--- config.mk ---
export PLATFORM = sky130hd
export DESIGN_NAME = decimal_ascii_formatter
export DESIGN_NICKNAME = d
export VERILOG_FILES = /design/src/rtl/dafmt_pkg.sv /design/src/rtl/dafmt_cell.sv /design/src/rtl/dafmt_emitter.sv /design/src/rtl/decimal_ascii_formatter.sv
export SDC_FILE = /design/constraint.sdc
export NUM_CORES = 1
export LEC_CHECK = 0
export BUFFER_PORTS_ARGS = -buffer_cell sky130_fd_sc_hd__buf_4
export CAP_MARGIN = 10
export CELL_PAD_IN_SITES_DETAIL_PLACEMENT = 1
export CELL_PAD_IN_SITES_GLOBAL_PLACEMENT = 2
export CORE_UTILIZATION = 43
export DETAILED_ROUTE_END_ITERATION = 8
export MAX_ROUTING_LAYER = met4
export PLACE_DENSITY_LB_ADDON = 0.1
export SLEW_MARGIN = 20
export SYNTH_ARGS = -nofsm -noshare
export SYNTH_HDL_FRONTEND = slang
export SYNTH_SLANG_ARGS = --single-unit
export TNS_END_PERCENT = 1
--- constraint.sdc ---
create_clock -name clk -period 11.8 [get_ports clk]
set_input_delay 1.77 -clock clk [delete_from_list [all_inputs] [get_ports clk]]
set_output_delay 1.77 -clock clk [all_outputs]
set_load 0.05 [all_outputs]
--- src/rtl/dafmt_pkg.sv ---
package dafmt_pkg;

	localparam int unsigned NUM_DIGITS = 5;
	localparam int unsigned DIGIT_W    = 4;
	localparam int unsigned LEN_W      = 3;

	localparam logic [7:0] ASCII_ZERO  = 8'h30;
	localparam logic [7:0] ASCII_POINT = 8'h2E;

	localparam logic MODE_INT   = 1'b0;
	localparam logic MODE_FIXED = 1'b1;

	// weight of each cell along the chain, most significant first
	localparam logic [13:0] WEIGHT [NUM_DIGITS] = '{
		14'd10000, 14'd1000, 14'd100, 14'd10, 14'd1
	};

	// word handed from one cell to the next
	typedef struct packed {
		logic                              valid;
		logic                              mode;
		logic [LEN_W-1:0]                  len;
		logic [15:0]                       rem;
		logic [NUM_DIGITS*DIGIT_W-1:0]     digits;
	} cell_word_t;

endpackage

--- src/rtl/dafmt_cell.sv ---
module dafmt_cell (
	input  logic                   clk,
	input  logic                   arst_n,
	input  logic [13:0]            weight,
	input  dafmt_pkg::cell_word_t  din,
	output dafmt_pkg::cell_word_t  dout
);

	logic [dafmt_pkg::DIGIT_W-1:0] digit;
	logic [15:0]                   rem_next;
	logic                          valid_q;
	logic                          mode_q;
	logic [dafmt_pkg::LEN_W-1:0]   len_q;
	logic [15:0]                   rem_q;
	logic [dafmt_pkg::NUM_DIGITS*dafmt_pkg::DIGIT_W-1:0] digits_q;

	// independent compares against the nine multiples of this cell's weight
	always_comb begin
		digit = '0;
		for (int k = 1; k < 10; k++) begin
			if ({1'b0, din.rem} >= 17'(k) * {3'b000, weight}) begin
				digit = dafmt_pkg::DIGIT_W'(k);
			end
		end
		rem_next = 16'({1'b0, din.rem} - 17'(digit) * {3'b000, weight});
	end

	always_ff @(posedge clk or negedge arst_n) begin
		if (!arst_n) begin
			valid_q <= 1'b0;
		end else begin
			valid_q <= din.valid;
		end
	end

	// shift the new digit in at the low end
	always_ff @(posedge clk) begin
		mode_q   <= din.mode;
		len_q    <= din.len;
		rem_q    <= rem_next;
		digits_q <= {din.digits[(dafmt_pkg::NUM_DIGITS-1)*dafmt_pkg::DIGIT_W-1:0], digit};
	end

	assign dout.valid  = valid_q;
	assign dout.mode   = mode_q;
	assign dout.len    = len_q;
	assign dout.rem    = rem_q;
	assign dout.digits = digits_q;

endmodule

--- src/rtl/dafmt_emitter.sv ---
module dafmt_emitter (
	input  logic                  clk,
	input  logic                  arst_n,
	input  dafmt_pkg::cell_word_t din,
	output logic                  char_valid,
	output logic [7:0]            char_code,
	output logic                  last_char
);

	logic [dafmt_pkg::DIGIT_W-1:0] dig [dafmt_pkg::NUM_DIGITS];
	logic [7:0]                    ch  [dafmt_pkg::NUM_DIGITS];
	logic [2:0]                    first;
	logic [7:0]                    chars_q [dafmt_pkg::NUM_DIGITS];
	logic [dafmt_pkg::LEN_W-1:0]   count_q;

	always_comb begin
		for (int i = 0; i < dafmt_pkg::NUM_DIGITS; i++) begin
			dig[i] = din.digits[(dafmt_pkg::NUM_DIGITS-1-i)*dafmt_pkg::DIGIT_W +:
				dafmt_pkg::DIGIT_W];
			ch[i]  = '0;
		end
		// leading digit position, the units digit when all others are zero
		first = 3'(dafmt_pkg::NUM_DIGITS - 1);
		for (int i = dafmt_pkg::NUM_DIGITS - 2; i >= 0; i--) begin
			if (dig[i] != '0) begin
				first = 3'(i);
			end
		end
		case (din.mode)
			dafmt_pkg::MODE_INT: begin
				for (int j = 0; j < dafmt_pkg::NUM_DIGITS; j++) begin
					if (32'(first) + j < dafmt_pkg::NUM_DIGITS) begin
						ch[j] = dafmt_pkg::ASCII_ZERO + 8'(dig[3'(32'(first) + j)]);
					end
				end
			end
			dafmt_pkg::MODE_FIXED: begin
				if (dig[0] != '0) begin
					ch[0] = dafmt_pkg::ASCII_ZERO + 8'(dig[0]);
					ch[1] = dafmt_pkg::ASCII_ZERO + 8'(dig[1]);
					ch[2] = dafmt_pkg::ASCII_POINT;
					ch[3] = dafmt_pkg::ASCII_ZERO + 8'(dig[2]);
				end else begin
					ch[0] = dafmt_pkg::ASCII_ZERO + 8'(dig[1]);
					ch[1] = dafmt_pkg::ASCII_POINT;
					ch[2] = dafmt_pkg::ASCII_ZERO + 8'(dig[2]);
				end
			end
			default: begin
				ch[0] = '0;
			end
		endcase
	end

	always_ff @(posedge clk or negedge arst_n) begin
		if (!arst_n) begin
			count_q <= '0;
		end else if (din.valid) begin
			count_q <= din.len;
		end else if (count_q != '0) begin
			count_q <= count_q - 1'b1;
		end
	end

	// load a fresh text, else advance one character
	always_ff @(posedge clk) begin
		if (din.valid) begin
			chars_q <= ch;
		end else begin
			for (int j = 0; j < dafmt_pkg::NUM_DIGITS - 1; j++) begin
				chars_q[j] <= chars_q[j+1];
			end
			chars_q[dafmt_pkg::NUM_DIGITS-1] <= '0;
		end
	end

	assign char_valid = (count_q != '0);
	assign char_code  = chars_q[0];
	assign last_char  = (count_q == dafmt_pkg::LEN_W'(1));

	a_load_on_empty: assert property (@(posedge clk) disable iff (!arst_n)
		din.valid |-> (count_q == '0 || count_q == dafmt_pkg::LEN_W'(1)))
		else $error("new text loaded over unfinished one");

	a_len_range: assert property (@(posedge clk) disable iff (!arst_n)
		din.valid |-> (din.len != '0 && din.len <= dafmt_pkg::LEN_W'(dafmt_pkg::NUM_DIGITS)))
		else $error("text length out of range");

endmodule

--- src/rtl/decimal_ascii_formatter.sv ---
// Decimal ASCII formatter.
// Input: pulse start with value while busy is low; the value is taken at that
// clock edge. Output: one character per cycle on char_code, marked by
// char_valid, with last_char high on the final character of a value's text.
// The receiver cannot stall: every character is on the ports for one cycle.
// Configuration: cfg_data is written into format_mode when cfg_valid is high;
// cfg_ready is always high. Write it only while no text is pending.
// Mode 0 gives the integer without leading zeros (1 to 5 characters); mode 1
// treats the value as thousandths and gives "d.d" or "dd.d".
// Path: the value passes through the five digit cells, each registered, and
// then through the emitter register, whose output puts the first character
// on the ports.
// Pacing: busy is held after each accept according to the length of its
// text, as the single character port sets the pace. Values are overlapped
// in the cell chain: a new value can be taken while earlier ones are in it.
// Reset: clears format_mode to integer mode and drops any text in flight.
module decimal_ascii_formatter (
	input  logic        clk,
	input  logic        arst_n,
	input  logic        start,
	output logic        busy,
	input  logic [15:0] value,
	input  logic        cfg_valid,
	output logic        cfg_ready,
	input  logic        cfg_data,
	output logic        char_valid,
	output logic [7:0]  char_code,
	output logic        last_char
);

	dafmt_pkg::cell_word_t       chain [dafmt_pkg::NUM_DIGITS+1];
	logic                        format_mode_q;
	logic [dafmt_pkg::LEN_W-1:0] hold_q;
	logic [dafmt_pkg::LEN_W-1:0] len;
	logic                        accept;

	assign cfg_ready = 1'b1;
	assign accept    = start && !busy;
	assign busy      = (hold_q != '0);

	always_comb begin
		case (format_mode_q)
			dafmt_pkg::MODE_INT: begin
				if (value >= 16'd10000) begin
					len = dafmt_pkg::LEN_W'(5);
				end else if (value >= 16'd1000) begin
					len = dafmt_pkg::LEN_W'(4);
				end else if (value >= 16'd100) begin
					len = dafmt_pkg::LEN_W'(3);
				end else if (value >= 16'd10) begin
					len = dafmt_pkg::LEN_W'(2);
				end else begin
					len = dafmt_pkg::LEN_W'(1);
				end
			end
			dafmt_pkg::MODE_FIXED: begin
				len = (value >= 16'd10000) ? dafmt_pkg::LEN_W'(4) : dafmt_pkg::LEN_W'(3);
			end
			default: begin
				len = dafmt_pkg::LEN_W'(1);
			end
		endcase
	end

	always_ff @(posedge clk or negedge arst_n) begin
		if (!arst_n) begin
			format_mode_q <= dafmt_pkg::MODE_INT;
			hold_q        <= '0;
		end else begin
			if (cfg_valid && cfg_ready) begin
				format_mode_q <= cfg_data;
			end
			// hold off the next word so that it reaches the emitter as this text's last character leaves the port
			if (accept) begin
				hold_q <= len - 1'b1;
			end else if (hold_q != '0) begin
				hold_q <= hold_q - 1'b1;
			end
		end
	end

	assign chain[0].valid  = accept;
	assign chain[0].mode   = format_mode_q;
	assign chain[0].len    = len;
	assign chain[0].rem    = value;
	assign chain[0].digits = '0;

	for (genvar i = 0; i < dafmt_pkg::NUM_DIGITS; i++) begin : g_cell
		dafmt_cell u_cell (
			.clk    (clk),
			.arst_n (arst_n),
			.weight (dafmt_pkg::WEIGHT[i]),
			.din    (chain[i]),
			.dout   (chain[i+1])
		);
	end

	dafmt_emitter u_emitter (
		.clk        (clk),
		.arst_n     (arst_n),
		.din        (chain[dafmt_pkg::NUM_DIGITS]),
		.char_valid (char_valid),
		.char_code  (char_code),
		.last_char  (last_char)
	);

	a_first_char: assert property (@(posedge clk) disable iff (!arst_n)
		accept |-> ##6 char_valid)
		else $error("no character six cycles after accept");

	a_last_strobed: assert property (@(posedge clk) disable iff (!arst_n)
		last_char |-> char_valid)
		else $error("last_char without a character");

	a_mode_quiet: assert property (@(posedge clk) disable iff (!arst_n)
		(cfg_valid && cfg_ready && (cfg_data != format_mode_q)) |-> !busy)
		else $error("format_mode changed while a value is pending");

endmodule
Word-level counts from Yosys, hierarchy flattened --
Cells that the tools add are included.
Operators by class: $add $sub $neg 19, multipliers 4, order comparisons 59, equality and inequality tests 1, muxes and demuxes 83, bitwise gates (word level) 9, reduce and logical (&&, ||, !) cells 12
Operator list (count):
- $mux W4 | 48
- $lt A32 B3 Y1 const B | 4
- $ge A16 B10 Y1 const B | 6
- $ge A16 B7 Y1 const B | 5
- $ge A16 B13 Y1 const B | 4
- $ge A16 B3 Y1 const B | 4
- $ge A16 B4 Y1 const B | 4
- $pmux W32 S2 | 1
- $sub A16 B16 Y16 | 4
- $bmux W4 S3 | 5
- $add A6 B4 Y7 const A | 8
- $mux W8 | 7
- $ge A16 B17 Y1 const B | 3
- $ge A16 B14 Y1 const B | 3
- $ge A16 B16 Y1 const B | 3
- $ge A16 B6 Y1 const B | 3
- $ge A16 B9 Y1 const B | 3
- $mux W40 | 1
- $mux W3 | 11
- $ge A16 B12 Y1 const B | 2
- $ge A16 B15 Y1 const B | 2
- $ge A16 B2 Y1 const B | 2
- $ge A16 B5 Y1 const B | 2
- $mux W24 | 1
- 26 further kinds | 51
Storage, ports and cells: register bits 196, input bits 21, word-level logic and storage cells 221

Longest topological paths before layout --
depth in word-level cells 14, depth in mapped cells 24, gate-level depth less buffers 23

Cells and area by module --
From an unflattened synthesis, not the netlist that was laid out.
Second synthesis, totals: cell total of the unflattened synthesis 5201, area, all modules 44851.8 um^2
Modules (own cells, without submodules):
- dafmt_cell (g_cell[1].u_cell) | instances 1, cells an instance 981, area an instance 8508.2 um^2, sequential area each 825.8 um^2
- dafmt_cell (g_cell[3].u_cell) | instances 1, cells an instance 977, area an instance 8483.1 um^2, sequential area each 825.8 um^2
- dafmt_cell (g_cell[4].u_cell) | instances 1, cells an instance 970, area an instance 8451.9 um^2, sequential area each 825.8 um^2
- dafmt_cell (g_cell[0].u_cell) | instances 1, cells an instance 973, area an instance 8446.9 um^2, sequential area each 825.8 um^2
- dafmt_cell (g_cell[2].u_cell) | instances 1, cells an instance 978, area an instance 8440.6 um^2, sequential area each 825.8 um^2
- dafmt_emitter | instances 1, cells an instance 274, area an instance 2158.3 um^2, sequential area each 635.6 um^2
- decimal_ascii_formatter | instances 1, cells an instance 48, area an instance 362.8 um^2, sequential area each 100.1 um^2

Worst setup path before layout --
No wires, ideal clock.
kind input to register, from input value[8], to register g_cell[0].u_cell.rem_q[15], library setup time 121 ps, arrival time 5314 ps, data required time 11679 ps, path slack 6365 ps, stages on the path 17, path buffers 1, cells stage by stage clkbuf_1 > nor4_1 > nor2_1 > o31ai_1 > o21ai_0 > nor2b_1 > inv_1 > fa_1 > ha_1 > inv_1 > fa_1 > ha_1 > inv_1 > o21bai_1 > a21oi_1 > o21a_1 > xnor2_1
On the way: longest elaborated chain between the ends 12
Ends and longest elaborated chain:
- start: declaration | line decimal_ascii_formatter.sv:22 | input logic [15:0] value,
- $ge A16 B14 Y1 | line dafmt_cell.sv:21 | if ({1'b0, din.rem} >= 17'(k) * {3'b000, weight}) begin
- $mux W1 | line dafmt_cell.sv:21
- $mux W4 (7 in a row) | line dafmt_cell.sv:21
- $mux W4 (*) | line dafmt_cell.sv:21
- via g_cell[0].u_cell.digit (one bit) | line dafmt_cell.sv:9 | logic [dafmt_pkg::DIGIT_W-1:0] digit;
- $mul A4 B10 Y12 (*) | line dafmt_cell.sv:25 | rem_next = 16'({1'b0, din.rem} - 17'(digit) * {3'b000, weight});
- $sub A16 B16 Y16 (*) | line dafmt_cell.sv:25
- via g_cell[0].u_cell.rem_next[15] | line dafmt_cell.sv:10 | logic [15:0] rem_next;
- end signal: assignment | line dafmt_cell.sv:40 | rem_q <= rem_next;
- end: declaration | line dafmt_cell.sv:14 | logic [15:0] rem_q;
Mark *: on every way through the listed nets, which the timed path passes. The rest lies on a longest branch. A chain may end at the register's enable or synchronous reset.

Worst setup path in the final report --
from register g_cell[0].u_cell.rem_q[6], to register g_cell[1].u_cell.rem_q[14]
RTL lines (line):
- $ge A16 B12 Y1 | dafmt_cell.sv:21
- $mux W4 (6 in a row) | dafmt_cell.sv:21
- $mux W4 (*) | dafmt_cell.sv:21
- via g_cell[1].u_cell.digit (one bit) | dafmt_cell.sv:9
- $mul A4 B7 Y11 (*) | dafmt_cell.sv:25
- $sub A16 B16 Y16 (*) | dafmt_cell.sv:25
- via g_cell[1].u_cell.rem_next[14] | dafmt_cell.sv:10
- end signal: assignment | dafmt_cell.sv:40
- end: declaration | dafmt_cell.sv:14
Marks and branches as above.

==> flow_summary.ini <==
[power_and_ir_drop]
p_total_mw = 3.23
irDropWorstVdd_mv = 0.231
total_leakage_power_nw = 4.21
power_density_nw_per_um2 = 322

[synth]
async_flop_share_pct = 6.70
synth_flop_cell = dfxtp_1
synth-seq-cells = 179
yosysWarnings = 0
synth_edf_count = 0
synth-seq-area-share_pct = 40.3
synth_area_per_cell_um2 = 9.19
syn_area_um2 = 9040
synth_cell_types = 77
synth_cells = 984

[clock_network]
cts_buffer_depth = 2
cts_setup_buffers = 0
tritoncts = done
cts-root-buf = clkbuf_16
clkLatencyLatePin_ps = 440
cts_hold_buf = 0
numCtsBuffers = 17
clkSinkCount = 179
cts_resized = 0
clk_pin_slew_ps = 70
htree_levels = 4

[global_route]
grtUsageTotal_pct = 21.4
antenna_found_initial = 0
grt_pass1_wl_mm = 35.4
grt_max_degree = 43
grt.overflow.total = 0
grt_pass1_vias = 6956

[route]
wl_per_cell_um = 16.7
avgViaCountPerCell = 5.41
drt_iter0_drc = 346
firstDrtPassIters = 4
drc = 0
routed_wl_mm = 21.3
vias = 6922
detail-route-antenna-nets = 0

[critical_path]
slowest_stage = o21bai_1
critPathRequiredTime_ps = 12150
slowest_delay_ps = 640
cp_top_family = compound AO/OA/AOI/OAI gates
crit_path_start_kind = flip-flop
arrival_ps = 6050
endpoint_kind = flip-flop
worstPathCellList = nor2_1 -> or2_2 -> o21bai_1 -> inv_1 -> nand2_1 -> inv_1 -> fa_1 -> inv_1 -> fa_1 -> inv_1 -> ha_1 -> a21o_1 -> a21oi_1 -> nor2_1 -> nor2_1 -> xor2_1 -> ha_1 -> a2111oi_0 -> o31ai_1 -> a21oi_1 -> xor2_1
crit_buf_inv = 4
cp_common_cell = inv_1
crit_type = reg2reg
critPathMaxFanout = 8

[sta]
finClkSkew_ps = 12.4
finalSetupTns_ps = 0
tightest_slew_ps = 965
hold_viol = 0
min_period_ps = 5690
maxSlewHeadroom_pct = 35.1
setup_viol = 0
rsz0062_at_grt = no
fin_crit_sh_pct = 48.2
fmaxAchievable_mhz = 176
maxSlewViolCount = 0

[placed_design]
port_buffers = 29
dp_hpwl_mm = 15.9
place.gp.congestion = 0.881

[die]
num_io_pins = 33
start_util_pct = 44.3
die_h_um = 147
rows = 52
dieWidth_um = 147
core_um2 = 20400
die_area_um2 = 21600

[layout]
final_util_pct = 49.0
num_antenna_cells = 0
area_growth_pct = 10.8
fillers = 2360
drive_gt1_share_pct = 8.32
final_nets = 1114

[status]
status = finished clean

[run]
drv_cap = 0

[worst_hold_path]
hold_class = reg2reg
cell usage after synthesis, drive strengths merged, types with 3 or more instances:
library cell / n / area, um2
a2111oi: 4 / 53.8
a211o: 5 / 43.8
a211oi: 10 / 87.6
a21boi: 3 / 22.5
a21o: 14 / 105
a21oi: 65 / 325
a221oi: 4 / 35.0
a22oi: 6 / 45.0
a311oi: 4 / 35.0
a31oi: 8 / 50.1
a32oi: 4 / 35.0
and2: 11 / 68.8
and3: 4 / 25.0
buf: 13 / 87.6
clkbuf: 25 / 93.8
dfrtp: 12 / 300
dfxtp: 167 / 3340
fa: 15 / 300
ha: 81 / 1010
inv: 72 / 270
mux2i: 5 / 50.1
nand2: 66 / 250
nand2b: 10 / 62.6
nand3: 16 / 80.1
nor2: 89 / 337
nor2b: 12 / 75.1
nor3: 19 / 95.1
nor3b: 6 / 45.0
nor4: 17 / 131
o2111ai: 5 / 43.8
o211ai: 9 / 67.6
o21a: 8 / 60.1
o21ai: 61 / 313
o21bai: 8 / 60.1
o221ai: 5 / 43.8
o22ai: 9 / 56.3
o31ai: 13 / 97.6
or2: 5 / 31.3
or3: 6 / 37.5
or4: 3 / 26.3
xnor2: 29 / 254
xor2: 27 / 236
area by class of cell:
cell class                 count  area (um2)  share of cell area, %
sequential                   179        3640                   36.4
clock buffer                  18         439                   4.38
multi-input combinational    695        4950                   49.4
tap                          270         338                   3.37
inverter                      73         274                   2.74
clock inverter                14         143                   1.42
timing repair buffer          31         233                   2.32
per-layer routing:
layer	vias up	track usage, %	wire length (um)
li1	3490	-	-
met5	-	-	0
met4	0	6.60	318
met2	105	33.9	10000
met3	23	3.60	658
met1	3304	28.0	10400
metrics by stage:
step	instance area (um2)	setup slack [ps]	hold slack, ps	std cells
2_1_floorplan	9040	6370	310	985
3_3_place_gp	9430	6000	310	1248
3_5_place_dp	9430	5830	313	1248
4_1_cts	10000	6130	326	1280
5_1_grt	10000	5690	329	1280
6_report	10000	6110	326	1280
cell families (layout without fill, tap and decap cells):
kind of cell	count (synthesis)	count (layout)	share of synthesized area, %
other	2	3	0.0831
xor gates and xnor gates	56	56	5.42
muxes	7	7	0.803
DFF	179	179	40.3
buffers and inverters	111	136	5.04
adders and majority gates	97	97	14.6
and+or+nand+nor	273	273	14.8
AOI/OAI and AO/OA	259	259	18.9
layout by cell type, fill, tap and decap left out, types with 8 or more instances in the layout:
master     Yosys  routed
dfxtp_1      167     167
nor2_1        88      88
ha_1          81      81
inv_1         69      69
nand2_1       65      65
a21oi_1       65      65
o21ai_0       54      54
buf_4         10      31
xnor2_1       29      29
xor2_1        27      27
nor3_1        19      19
clkbuf_16      0      17
nand3_1       16      16
fa_1          15      15
a21o_1        14      14
nor4_1        13      13
o31ai_1       13      13
nor2b_1       12      12
dfrtp_1       12      12
and2_1        11      11
nand2b_1      10      10
o22ai_1        9       9
a211oi_1       9       9
o211ai_1       9       9
o21bai_1       8       8
o21a_1         8       8
a31oi_1        8       8
power by group:
group / total, mW / switching (mW) / internal, mW
Combinational: 1.71 / 0.934 / 0.772
Clock: 0.550 / 0.264 / 0.286
Sequential: 0.971 / 0.167 / 0.804
Total: 3.23 / 1.37 / 1.86
final timing paths:
kind / from / end / slack (ps) / cells after the start
setup / recovery: g_cell[0].u_cell.rem_q[6] / g_cell[1].u_cell.rem_q[14] / 6110 / 21
hold reg to reg: g_cell[2].u_cell.digits_q[10] / g_cell[3].u_cell.digits_q[14] / 330 / 0
max in group asynchronous: arst_n / u_emitter.count_q[1] / 10470 / 1
min in group asynchronous: arst_n / g_cell[0].u_cell.valid_q / 1160 / 1
setup reg to reg: g_cell[0].u_cell.rem_q[6] / g_cell[1].u_cell.rem_q[14] / 6110 / 21
hold / removal: g_cell[2].u_cell.digits_q[10] / g_cell[3].u_cell.digits_q[14] / 330 / 0
state kept, by name, indices dropped and copies added, names as in the netlist:
name                    count
g_cell.u_cell.rem_q        64
g_cell.u_cell.digits_q     55
u_emitter.chars_q          22
g_cell.u_cell.len_q        15
u_emitter.char_code         6
g_cell.u_cell.mode_q        5
g_cell.u_cell.valid_q       5
hold_q                      3
u_emitter.count_q           3
format_mode_q               1
Note: power is estimated with default switching activity, not from simulation.
